## config.mk

```make
export PLATFORM = sky130hd
export DESIGN_NAME = smbios_table_string_locator_top
export DESIGN_NICKNAME = d
export VERILOG_FILES = /design/src/sv/sstl_pkg.sv /design/src/sv/sstl_front.sv /design/src/sv/sstl_queue.sv /design/src/sv/sstl_back.sv /design/src/sv/smbios_table_string_locator_top.sv
export SDC_FILE = /design/constraint.sdc
export NUM_CORES = 1
export LEC_CHECK = 0
export ABC_AREA = 1
export BUFFER_PORTS_ARGS = -buffer_cell sky130_fd_sc_hd__buf_2
export CELL_PAD_IN_SITES_DETAIL_PLACEMENT = 1
export CELL_PAD_IN_SITES_GLOBAL_PLACEMENT = 1
export CORE_ASPECT_RATIO = 0.6
export CORE_MARGIN = 8
export CORE_UTILIZATION = 40
export DETAILED_ROUTE_END_ITERATION = 10
export PLACE_DENSITY = 0.73
export RECOVER_POWER = 50
export SLEW_MARGIN = 30
export SYNTH_ARGS = -nofsm -noshare
export SYNTH_HDL_FRONTEND = slang
export SYNTH_SLANG_ARGS = --single-unit
```

## constraint.sdc

```tcl
create_clock -name clk -period 8.24 [get_ports clk]
set_input_delay 1.648 -clock clk [delete_from_list [all_inputs] [get_ports clk]]
set_output_delay 1.648 -clock clk [all_outputs]
set_load 0.05 [all_outputs]
```

## src/sv/sstl_pkg.sv

```systemverilog
// Shared types and constants for the SMBIOS structure-table string locator.
package sstl_pkg;

	typedef struct packed {
		logic [7:0] table_byte;
		logic       table_start;
	} in_item_t;

	typedef struct packed {
		logic [2:0]  string_slot;
		logic        string_present;
		logic [15:0] string_offset;
		logic        run_last;
	} out_item_t;

	// One closed structure of a wanted type, waiting to be reported.
	typedef struct packed {
		logic             is_sys;
		logic [3:0]       present;
		logic [3:0][15:0] offset;
	} run_t;

	typedef struct packed {
		logic valid;
		run_t run;
	} run_push_t;

	localparam logic [7:0]  TYPE_BIOS           = 8'd0;
	localparam logic [7:0]  TYPE_SYS            = 8'd1;
	localparam logic [7:0]  MIN_FMT_LEN         = 8'd4;
	localparam logic [2:0]  SLOT_SYS_BASE       = 3'd3;
	localparam logic [1:0]  LAST_BIOS_IDX       = 2'd2;
	localparam logic [1:0]  LAST_SYS_IDX        = 2'd3;
	localparam logic [2:0]  STR_FULL            = 3'd4;
	localparam logic [15:0] POS_MAX             = 16'hFFFF;
	localparam logic        CFG_TABLE_LENGTH    = 1'b0;
	localparam logic        CFG_STRUCTURE_LIMIT = 1'b1;

endpackage

```

## src/sv/sstl_front.sv

```systemverilog
// Front end: walks the table byte stream and captures string offsets per structure.
module sstl_front import sstl_pkg::*; (
	input  logic        clk,
	input  logic        arst_n,
	input  logic        in_valid,
	output logic        in_stall,
	input  in_item_t    in_data,
	input  logic [15:0] table_length,
	input  logic [15:0] structure_limit,
	input  logic        queue_full,
	output run_push_t   push
);

	localparam logic PH_HEADER  = 1'b0;
	localparam logic PH_STRINGS = 1'b1;

	logic [15:0]      pos_q, start_q, seen_q;
	logic [7:0]       type_q, flen_q;
	logic [2:0]       strnum_q;
	logic             phase_q, prev_zero_q, done_q;
	logic [3:0]       present_q;
	logic [3:0][15:0] off_q;

	logic [15:0]      pos_n, start_n, seen_n;
	logic [7:0]       type_n, flen_n;
	logic [2:0]       strnum_n;
	logic             phase_n, prev_zero_n, done_n;
	logic [3:0]       present_n;
	logic [3:0][15:0] off_n;

	logic [15:0] p, st, seen_e, rel;
	logic [7:0]  type_e, flen_e, b;
	logic [2:0]  strnum_e;
	logic        phase_e, prev_e, done_e, hdr_ok, first, accept, close_run;

	assign in_stall = queue_full;
	assign accept   = in_valid && !in_stall;
	assign b        = in_data.table_byte;

	always_comb begin
		// a start mark restarts the walk before this byte is taken
		p        = in_data.table_start ? 16'd0 : pos_q;
		st       = in_data.table_start ? 16'd0 : start_q;
		seen_e   = in_data.table_start ? 16'd0 : seen_q;
		type_e   = in_data.table_start ? 8'd0 : type_q;
		flen_e   = in_data.table_start ? 8'd0 : flen_q;
		strnum_e = in_data.table_start ? 3'd0 : strnum_q;
		phase_e  = in_data.table_start ? PH_HEADER : phase_q;
		prev_e   = in_data.table_start ? 1'b0 : prev_zero_q;
		done_e   = in_data.table_start ? 1'b0 : done_q;

		pos_n       = (p < POS_MAX) ? p + 16'd1 : p;
		start_n     = st;
		seen_n      = seen_e;
		type_n      = type_e;
		flen_n      = flen_e;
		strnum_n    = strnum_e;
		phase_n     = phase_e;
		prev_zero_n = prev_e;
		done_n      = done_e;
		present_n   = in_data.table_start ? 4'd0 : present_q;
		off_n       = off_q;
		close_run   = 1'b0;
		hdr_ok      = 1'b1;
		rel         = p - st;
		first       = ({1'b0, p} == {1'b0, st} + {9'd0, flen_e});

		if (!done_e) begin
			if (p >= table_length) begin
				done_n = 1'b1;
			end else if (phase_e == PH_HEADER) begin
				if (rel == 16'd0) begin
					if (seen_e >= structure_limit
						|| ({1'b0, st} + 17'd4) > {1'b0, table_length}) begin
						done_n = 1'b1;
						hdr_ok = 1'b0;
					end else begin
						type_n = b;
					end
				end else if (rel == 16'd1) begin
					flen_n = (b < MIN_FMT_LEN) ? MIN_FMT_LEN : b;
				end
				if (hdr_ok && rel >= 16'd3
					&& ({1'b0, rel} + 17'd1) >= {9'd0, flen_e}) begin
					if (({1'b0, st} + {9'd0, flen_e} + 17'd1) >= {1'b0, table_length}) begin
						done_n = 1'b1;
					end else begin
						present_n   = 4'd0;
						strnum_n    = 3'd0;
						prev_zero_n = 1'b0;
						phase_n     = PH_STRINGS;
					end
				end
			end else begin
				if (!first && prev_e && b == 8'd0) begin
					close_run   = 1'b1;
					seen_n      = seen_e + 16'd1;
					start_n     = p + 16'd1;
					phase_n     = PH_HEADER;
					prev_zero_n = 1'b0;
				end else begin
					if (first || prev_e) begin
						if (b == 8'd0) begin
							strnum_n = STR_FULL;
						end else if (strnum_e < STR_FULL) begin
							present_n[strnum_e[1:0]] = 1'b1;
							off_n[strnum_e[1:0]]     = p;
							strnum_n                 = strnum_e + 3'd1;
						end
					end
					prev_zero_n = (b == 8'd0);
					if (({1'b0, p} + 17'd1) >= {1'b0, table_length}) begin
						done_n = 1'b1;
					end
				end
			end
		end
	end

	assign push.valid       = accept && close_run
		&& (type_e == TYPE_BIOS || type_e == TYPE_SYS);
	assign push.run.is_sys  = (type_e == TYPE_SYS);
	assign push.run.present = present_q;
	assign push.run.offset  = off_q;

	always_ff @(posedge clk or negedge arst_n) begin
		if (!arst_n) begin
			pos_q       <= '0;
			start_q     <= '0;
			seen_q      <= '0;
			type_q      <= '0;
			flen_q      <= '0;
			strnum_q    <= '0;
			phase_q     <= PH_HEADER;
			prev_zero_q <= 1'b0;
			done_q      <= 1'b0;
			present_q   <= '0;
		end else if (accept) begin
			pos_q       <= pos_n;
			start_q     <= start_n;
			seen_q      <= seen_n;
			type_q      <= type_n;
			flen_q      <= flen_n;
			strnum_q    <= strnum_n;
			phase_q     <= phase_n;
			prev_zero_q <= prev_zero_n;
			done_q      <= done_n;
			present_q   <= present_n;
		end
	end

	always_ff @(posedge clk) begin
		if (accept) begin
			off_q <= off_n;
		end
	end

endmodule

```

## src/sv/sstl_queue.sv

```systemverilog
// Short queue of closed structures between the front end and the result emitter.
module sstl_queue import sstl_pkg::*; #(
	parameter int DEPTH = 2
) (
	input  logic      clk,
	input  logic      arst_n,
	input  run_push_t push,
	output logic      full,
	output logic      head_valid,
	output run_t      head,
	input  logic      pop
);

	localparam int PW = (DEPTH > 1) ? $clog2(DEPTH) : 1;
	localparam int CW = $clog2(DEPTH + 1);
	localparam logic [PW-1:0] LAST_PTR = PW'(DEPTH - 1);
	localparam logic [CW-1:0] DEPTH_C  = CW'(DEPTH);

	run_t          mem_q [DEPTH];
	logic [PW-1:0] wr_ptr_q, rd_ptr_q;
	logic [CW-1:0] count_q;
	logic          do_push, do_pop;

	assign full       = (count_q == DEPTH_C);
	assign head_valid = (count_q != '0);
	assign head       = mem_q[rd_ptr_q];
	assign do_push    = push.valid && !full;
	assign do_pop     = pop && head_valid;

	always_ff @(posedge clk) begin
		if (do_push) begin
			mem_q[wr_ptr_q] <= push.run;
		end
	end

	always_ff @(posedge clk or negedge arst_n) begin
		if (!arst_n) begin
			wr_ptr_q <= '0;
			rd_ptr_q <= '0;
			count_q  <= '0;
		end else begin
			if (do_push) begin
				wr_ptr_q <= (wr_ptr_q == LAST_PTR) ? '0 : wr_ptr_q + 1'b1;
			end
			if (do_pop) begin
				rd_ptr_q <= (rd_ptr_q == LAST_PTR) ? '0 : rd_ptr_q + 1'b1;
			end
			if (do_push && !do_pop) begin
				count_q <= count_q + 1'b1;
			end else if (do_pop && !do_push) begin
				count_q <= count_q - 1'b1;
			end
		end
	end

endmodule

```

## src/sv/sstl_back.sv

```systemverilog
// Result emitter: unrolls one queued structure into its string results.
module sstl_back import sstl_pkg::*; (
	input  logic      clk,
	input  logic      arst_n,
	input  logic      head_valid,
	input  run_t      head,
	output logic      pop,
	output logic      out_valid,
	input  logic      out_stall,
	output out_item_t out_data
);

	logic [1:0] idx_q;
	logic       out_valid_q, load, last;
	out_item_t  out_q;

	assign last = (idx_q == (head.is_sys ? LAST_SYS_IDX : LAST_BIOS_IDX));
	assign load = head_valid && (!out_valid_q || !out_stall);
	assign pop  = load && last;

	assign out_valid = out_valid_q;
	assign out_data  = out_q;

	always_ff @(posedge clk or negedge arst_n) begin
		if (!arst_n) begin
			idx_q       <= '0;
			out_valid_q <= 1'b0;
		end else begin
			if (load) begin
				out_valid_q <= 1'b1;
				idx_q       <= last ? 2'd0 : idx_q + 2'd1;
			end else if (!out_stall) begin
				out_valid_q <= 1'b0;
			end
		end
	end

	always_ff @(posedge clk) begin
		if (load) begin
			out_q.string_slot    <= head.is_sys ? SLOT_SYS_BASE + {1'b0, idx_q}
				: {1'b0, idx_q};
			out_q.string_present <= head.present[idx_q];
			out_q.string_offset  <= head.present[idx_q] ? head.offset[idx_q] : 16'd0;
			out_q.run_last       <= last;
		end
	end

endmodule

```

## src/sv/smbios_table_string_locator_top.sv

```systemverilog
// Top level of the SMBIOS structure-table string locator.
//
//  channel | direction | handshake                | payload
//  --------+-----------+--------------------------+----------------------------
//  in      | request   | in_valid / in_stall      | in_data  (in_item_t)
//  out     | result    | out_valid / out_stall    | out_data (out_item_t)
//  cfg     | write     | cfg_valid / cfg_ready    | cfg_index, cfg_data
//
// One table byte is taken every cycle. A type 0 structure gives three results
// and a type 1 structure four, issued back to back from the output register
// unless out_stall holds them; the structure queue (QUEUE_DEPTH entries)
// absorbs them, and since every structure spans at least six bytes the input
// stalls only while the result side itself is stalled and the queue has filled.
// Reset clears the walk state and both config registers; no clearing pass.
// cfg_ready is always high.
module smbios_table_string_locator_top import sstl_pkg::*; #(
	parameter int QUEUE_DEPTH = 2
) (
	input  logic        clk,
	input  logic        arst_n,
	input  logic        in_valid,
	output logic        in_stall,
	input  in_item_t    in_data,
	output logic        out_valid,
	input  logic        out_stall,
	output out_item_t   out_data,
	input  logic        cfg_valid,
	output logic        cfg_ready,
	input  logic        cfg_index,
	input  logic [15:0] cfg_data
);

	logic [15:0] table_length_q, structure_limit_q;
	run_push_t   push;
	run_t        head;
	logic        q_full, head_valid, pop;

	// config registers: to be written only while idle (the block does not enforce this), so no shadowing is needed
	assign cfg_ready = 1'b1;

	always_ff @(posedge clk or negedge arst_n) begin
		if (!arst_n) begin
			table_length_q    <= '0;
			structure_limit_q <= '0;
		end else if (cfg_valid && cfg_ready) begin
			case (cfg_index)
				CFG_TABLE_LENGTH:    table_length_q    <= cfg_data;
				CFG_STRUCTURE_LIMIT: structure_limit_q <= cfg_data;
				default:             table_length_q    <= table_length_q;
			endcase
		end
	end

	// front: parse headers, skip the formatted area, scan the string set
	sstl_front u_front (
		.clk             (clk),
		.arst_n          (arst_n),
		.in_valid        (in_valid),
		.in_stall        (in_stall),
		.in_data         (in_data),
		.table_length    (table_length_q),
		.structure_limit (structure_limit_q),
		.queue_full      (q_full),
		.push            (push)
	);

	// hold closed structures until the emitter drains them
	sstl_queue #(
		.DEPTH (QUEUE_DEPTH)
	) u_queue (
		.clk        (clk),
		.arst_n     (arst_n),
		.push       (push),
		.full       (q_full),
		.head_valid (head_valid),
		.head       (head),
		.pop        (pop)
	);

	// back: issue one result per wanted string, advance on each take
	sstl_back u_back (
		.clk        (clk),
		.arst_n     (arst_n),
		.head_valid (head_valid),
		.head       (head),
		.pop        (pop),
		.out_valid  (out_valid),
		.out_stall  (out_stall),
		.out_data   (out_data)
	);

`ifndef NO_ASSERTIONS
	a_no_push_when_full: assert property (@(posedge clk) disable iff (!arst_n)
		!(push.valid && q_full))
		else $error("structure pushed into a full queue");

	a_absent_zero_offset: assert property (@(posedge clk) disable iff (!arst_n)
		out_valid && !out_data.string_present |-> out_data.string_offset == 16'd0)
		else $error("absent string carries an offset");

	a_last_slot: assert property (@(posedge clk) disable iff (!arst_n)
		out_valid && out_data.run_last
		|-> out_data.string_slot == 3'd2 || out_data.string_slot == 3'd6)
		else $error("run closed on a wrong slot");

	a_pop_only_when_loaded: assert property (@(posedge clk) disable iff (!arst_n)
		pop |-> head_valid)
		else $error("queue popped while empty");
`endif

endmodule
```

# Word-level counts from Yosys, hierarchy flattened
# Memory sizes are Yosys's and may differ from the RTL's.
# Cells that the tools add are included.
# word_totals
register_bits,198
latchBits,0
mem_bits_rw,138
romBits,0
out_inout_bits,24
word_cells,197
n_memories,1
# mem_list
memory,words,word_bits,read_ports,rd_ports_with_merged_regs,wr,line_no,rtl
u_queue.mem_q,2,69,1,0,1,sstl_queue.sv:19,run_t mem_q [DEPTH];
# classes
addsub,15
n_mul,0
div,0
order_cmp,13
n_eq_ne,6
n_shift,0
muxes,98
n_bitwise,6
n_reduce_logical,32
# op_table
cell,count
two-way mux 16 bit,14
two-way mux 8 bit,13
bitwise mux 64 bit,1
two-way mux 1 bit,42
two-way mux 4 bit,10
adder 16 x 1 -> 17 bit (second input constant),2
>= comparator 17 x 16 -> 1 bit,2
adder 16 x 1 -> 16 bit (second input constant),2
binary-select mux 16 bit (select 2 bit),1
demux 16 bit (select 2 bit),1
>= comparator 16 bit,2
two-way mux 3 bit,10
adder 16 x 3 -> 17 bit (second input constant),1
adder 16 x 8 -> 17 bit,1
adder 17 x 1 -> 17 bit (second input constant),1
== test 16 x 17 -> 1 bit,1
>= comparator 17 x 8 -> 1 bit,1
> comparator 17 x 16 -> 1 bit,1
== test 16 x 1 -> 1 bit (second input constant),1
>= comparator 16 x 2 -> 1 bit (second input constant),1
logical NOT 16 bit,1
logical NOT 8 bit,2
< comparator 16 bit (second input constant),1
subtractor 16 bit,1
24 further kinds,57

# Logic depth before layout (Yosys ltp)
# logic_depth
ltp_word,17
ltp_mapped,39
depth_no_buf,36

# By module
# Synthesis repeated with hierarchy kept, for this count alone.
# hier_totals
hier_cells,2477
hier_area_um2,20233.2
# by_module_without_submodules
module,instances,cells_each,area_per_inst_um2
sstl_front,1,1666,11868.9
sstl_queue,1,392,5258.8
sstl_back,1,277,1774.2
smbios_table_string_locator_top,1,142,1331.3

# Worst setup path after synthesis
# Ideal clock, no wire load.
# synth_path
kind,input -> register
from,in in_data[0] (netlist name)
to,mem u_queue.mem_q[1][0] (netlist name) (enable)
setup_time_ps,498
t_arrival_ps,7660
required_time_ps,7742
path_slack_ps,82
path_stages,21
n_path_buf,5
path_cell_list,buf_6 buf_2 buf_2 buf_1 clkbuf_1 nor2_1 ha_1 inv_1 o21ai_1 a21boi_1 nand2_2 nand2_2 nand2_2 nand2_1 xor2_1 a21oi_2 nand3_4 nand4_4 nor2_8 nand2_1 nor2_1
# synth_via
elab_chain_len,15
# synth_lines
element,line_no,rtl
from (decl),smbios_table_string_locator_top.sv:23,"input in_item_t in_data,"
two-way mux 16 bit / two-way mux 8 bit (equally long branches),"sstl_front.sv:43, sstl_front.sv:46",
adder 16 x 8 -> 17 bit,sstl_front.sv:66,"first = ({1'b0, p} == {1'b0, st} + {9'd0, flen_e});"
== test 16 x 17 -> 1 bit,sstl_front.sv:66,
logical NOT 1 bit,sstl_front.sv:95,if (!first && prev_e && b == 8'd0) begin
logical AND 1 bit (2 in series),sstl_front.sv:95,
two-way mux 1 bit,sstl_front.sv:95,
two-way mux 1 bit,sstl_front.sv:71,end else if (phase_e == PH_HEADER) begin
two-way mux 1 bit,sstl_front.sv:69,if (p >= table_length) begin
two-way mux 1 bit,sstl_front.sv:68,if (!done_e) begin
logical AND 1 bit,sstl_front.sv:120,assign push.valid = accept && close_run
logical AND 1 bit (*),sstl_front.sv:121,&& (type_e == TYPE_BIOS || type_e == TYPE_SYS);
logical AND 1 bit (*),sstl_queue.sv:27,assign do_push = push.valid && !full;
two-way mux 1 bit (*),sstl_queue.sv:31,if (do_push) begin
two-way mux 1 bit (implied by the code) (*),sstl_queue.sv:32,mem_q[wr_ptr_q] <= push.run;
to (decl),sstl_queue.sv:19,
# Every way passes the cells marked *; elsewhere a longest branch is shown, timed or not.

# Worst setup path after layout
# layout_path
from,in in_data[0] (netlist name)
to,mem u_queue.mem_q[0][34] (netlist name) (enable)
# layout_rtl
element,line_no,rtl
two-way mux 16 bit (*),sstl_front.sv:42,p = in_data.table_start ? 16'd0 : pos_q;
net u_front.p[3],sstl_front.sv:31,"logic [15:0] p, st, seen_e, rel;"
== test 16 x 17 -> 1 bit,sstl_front.sv:66,
logical NOT 1 bit,sstl_front.sv:95,
logical AND 1 bit (2 in series),sstl_front.sv:95,
two-way mux 1 bit,sstl_front.sv:95,
two-way mux 1 bit,sstl_front.sv:71,
two-way mux 1 bit (*),sstl_front.sv:69,
two-way mux 1 bit (*),sstl_front.sv:68,
logical AND 1 bit (*),sstl_front.sv:120,
logical AND 1 bit (*),sstl_front.sv:121,
logical AND 1 bit (*),sstl_queue.sv:27,
two-way mux 1 bit (*),sstl_queue.sv:31,
two-way mux 1 bit (implied by the code) (*),sstl_queue.sv:32,
# The timed path passes the listed nets; every way through them passes the cells marked *.

==> qor.txt <==
Met3 wire len - 5.64 mm
Maxcap violations - 3
Fmax - 139 MHz
Routed vias - 16,300
Final ANT Viol Nets - 0
Status - complete, but fails checks
Mapped Nets - 2,384
PostCTS Resize Cnt - 0
All-Layer GR Usage - 22.8%
Post-route minimum period - 7.19 ns
VDD IR max - 0.133 mV
Most common cell after layout, fill and taps aside - nand2_1
DR WL/cell - 22.0 um
Switching Share - 44.1%
Die width - 300 um
Wl on met1 - 32.2 mm
Register area share after synthesis - 49.2%
Synth Instances - 2,234
Die area - 55,900 sq um
Logic pwr share - 43.5%
Congestion Overflow GR - 0
Largest net degree at the start of global routing - 71
Top Ports - 55
Slew Limit Headroom - -153%
Root Buffer - clkbuf_16
EDFF count, synth - 223
Fillers - 5,672
Die Height - 186 um
CP delay by family, top - simple AND/OR/NAND/NOR gates
Worst-Margin Slew - 3.80 ns
Fin nets - 2,446
Synthesis Warnings - 0
Endpoints failing hold - 0
Hold buffers post-CTS - 0
Post-Syn Area - 19,400 sq um
Post-CTS setup buffers - 0
Final HPWL DP - 49.1 mm
WL final - 65.1 mm
DRC Markers - 0
WP buf/inv - 3
Syn Area/Cell - 8.67 sq um
I/O Buffers - 53
Starting DRC count in detailed routing - 1,341
Setup crit end kind - flip-flop
Worst-Skew Late Latency - 0.56 ns
Final Core Density - 45.0%
Switching Power - 2.84 mW
Clock Sinks - 336
Crit-path cells - buf_2 -> clkbuf_1 -> nor2_1 -> ha_1 -> a21oi_1 -> nand2_1 -> nand2_1 -> o211ai_1 -> a21boi_0 -> and2_0 -> nand2_1 -> nor2_1 -> nand4_4 -> nor2_8 -> nand2_1 -> nor2_4 -> buf_12
Initial antenna violation count - 2
Setup-failing EPs final - 0
PD cells - 300 nW/um^2
Crit path top cell by count - nand2_1
Share of cells above drive strength 1 - 9.27%
Starting density of the core - 40.5%
Diode count - 0
Vias in the first global route - 16,700
Max-slew violations - 152
Met2 routed WL - 26.1 mm
First-pass GRT wire length - 100 mm
CP required - 8.42 ns
Syn-to-layout area delta - 11.0%
Failing checks - capacitance limit, slew limit
Largest fanout on the critical path - 69
Placed Instances - 2,898
Final GP Congestion - 0.968
Leading cell types in the layout, fill and taps excluded - nand2_1 (453), inv_1 (303), nor2_1 (229)
Delay of the slowest critical-path stage - 0.90 ns
Worst clock skew - 0.0264 ns
Core ar. - 47,800 sq um
Internal Power - 3.61 mW
Drt via density - 5.50
Number of placement rows - 62
CP arrival - 7.36 ns
CTS tree - yes
Worst hold path class - flip-flop to flip-flop
Slowest cell on crit path - clkbuf_1
Clock share of power - 24.2%
RSZ-0062 raised after global routing - no
FFs w/ async S/R, synth - 33.6%
Flop pwr share - 32.3%
Non-Filler Instances - 2,960
Final period util - 87.2%
Worst setup path category - input pin to flip-flop
Setup TNS Final - 0 ns
Clock Path Buffers - 3
Synth Flop Type - edfxtp_1
Worst-path clk slew - 0.06 ns
Synth Register Bits - 336
Cts bufs inserted - 36
Drt pass-1 iters - 5
CTS H-Tree Depth - 2
Multi-input combinational cell area - 8440 sq um
Register area - 9530 sq um
Unique masters post-synth - 62
P_leak - 9.60 nW
CP Launch Type - input pin
Top Metal Used - met5
-- layout make-up --
type	count	area share, %
Timing Repair Buffer	80	2.14
Multi-Input combinational cell	1527	39.2
Sequential cell	336	44.3
Tap cell	640	3.72
Clock buffer	45	4.39
Clock inverter	17	0.675
Inverter	315	5.52
-- registers in the layout (all words and copies together), names as in the netlist, 8 cells and up --
register           cells
u_front.flen_q         8
u_front.start_q       16
u_back.out_data       21
u_front.pos_q         16
structure_limit_q     16
u_front.type_q         8
u_front.push          64
u_front.seen_q        16
table_length_q        16
u_queue.mem_q        138
-- path summary, 6_finish.rpt --
kind / from / to / slack [ns] / cells past startpoint
worst max-delay path: in_data[0] / u_queue.mem_q[0][34]$_DFFE_PP_ / 1.05 / 17
worst min-delay path: u_front.push[6]$_DFFE_PP_ / u_queue.mem_q[0][6]$_DFFE_PP_ / 0.44 / 0
worst max register to register: u_front.pos_q[3]$_DFFE_PN0P_ / u_queue.mem_q[0][34]$_DFFE_PP_ / 2.67 / 16
worst min register to register: u_front.push[6]$_DFFE_PP_ / u_queue.mem_q[0][6]$_DFFE_PP_ / 0.44 / 0
max in group asynchronous: arst_n / table_length_q[12]$_DFFE_PN0P_ / 2.80 / 2
min in group asynchronous: arst_n / u_front.flen_q[6]$_DFFE_PN0P_ / 2.40 / 1
-- cells in the mapped netlist (9+ instances only) --
library cell	instances	share of area [%]
nand2_1	452	8.8
inv_1	304	5.9
nor2_1	229	4.4
edfxtp_1	223	35
o21ai_0	197	5.1
nand3_1	125	3.2
ha_1	118	7.6
dfrtp_1	113	15
a21oi_1	101	2.6
clkbuf_1	45	0.87
o22ai_1	41	1.3
xor2_1	38	1.7
nand4_1	35	1.1
nand2_2	31	1.0
nor3_1	25	0.65
nor2_2	17	0.55
o21ai_1	14	0.36
xnor2_1	10	0.45
o211ai_1	9	0.35
-- power groups by stage --
stage,Combinational [mW],Clock [mW],Sequential [mW]
after floorplan,1.68,0,2.29
after global placement,2.66,0,2.11
after detailed placement,2.77,0,2.11
after CTS,2.78,1.59,2.08
after global routing,3.10,1.65,2.10
final,2.81,1.56,2.08
-- metal layers --
| layer | vias to the layer above | global-route usage, % |
|---|---|---|
| li1 | 7601 | - |
| met1 | 8132 | 34.6 |
| met2 | 482 | 32.1 |
| met3 | 73 | 6.59 |
| met4 | 2 | 4.14 |
| met5 | - | 0 |
-- worst reg2reg max path, cell delays in order, from the launching register on --
cell and delay, ns:
dfrtp_1 0.40, inv_1 0.15, nor2_1 1.01, ha_1 0.45, a21oi_1 0.16, nand2_1 0.10
nand2_1 0.07, o211ai_1 0.08, a21boi_0 0.15, and2_0 0.48, nand2_1 0.40, nor2_1 0.31
nand4_4 0.31, nor2_8 0.26, nand2_1 0.23, nor2_4 0.17, buf_12 0.33
-- kinds of logic after synthesis --
group,Yosys count,synth area share [%]
xor gates and xnor gates,50,2.37
AOI/OAI and AO/OA,394,11.0
and+or+nand+nor,961,22.3
adders and majority gates,119,7.73
muxes,2,0.110
other,1,0.0194
DFF,336,49.2
buffers and inverters,371,7.34
-- through the flow --
| stage | total power [mW] | instance area [sq um] | hold slack, ns | setup WS (ns) |
|---|---|---|---|---|
| floorplan | 3.97 | 19400 | 0.421 | 0.0822 |
| global placement | 4.77 | 20500 | 0.422 | 1.27 |
| detailed placement | 4.88 | 20500 | 0.432 | 1.24 |
| finish | 6.45 | 21500 | 0.440 | 1.05 |
| CTS | 6.46 | 21600 | 0.445 | 1.81 |
| global route | 6.85 | 21500 | 0.449 | 0.638 |
Power figures use the tool's default switching activity.
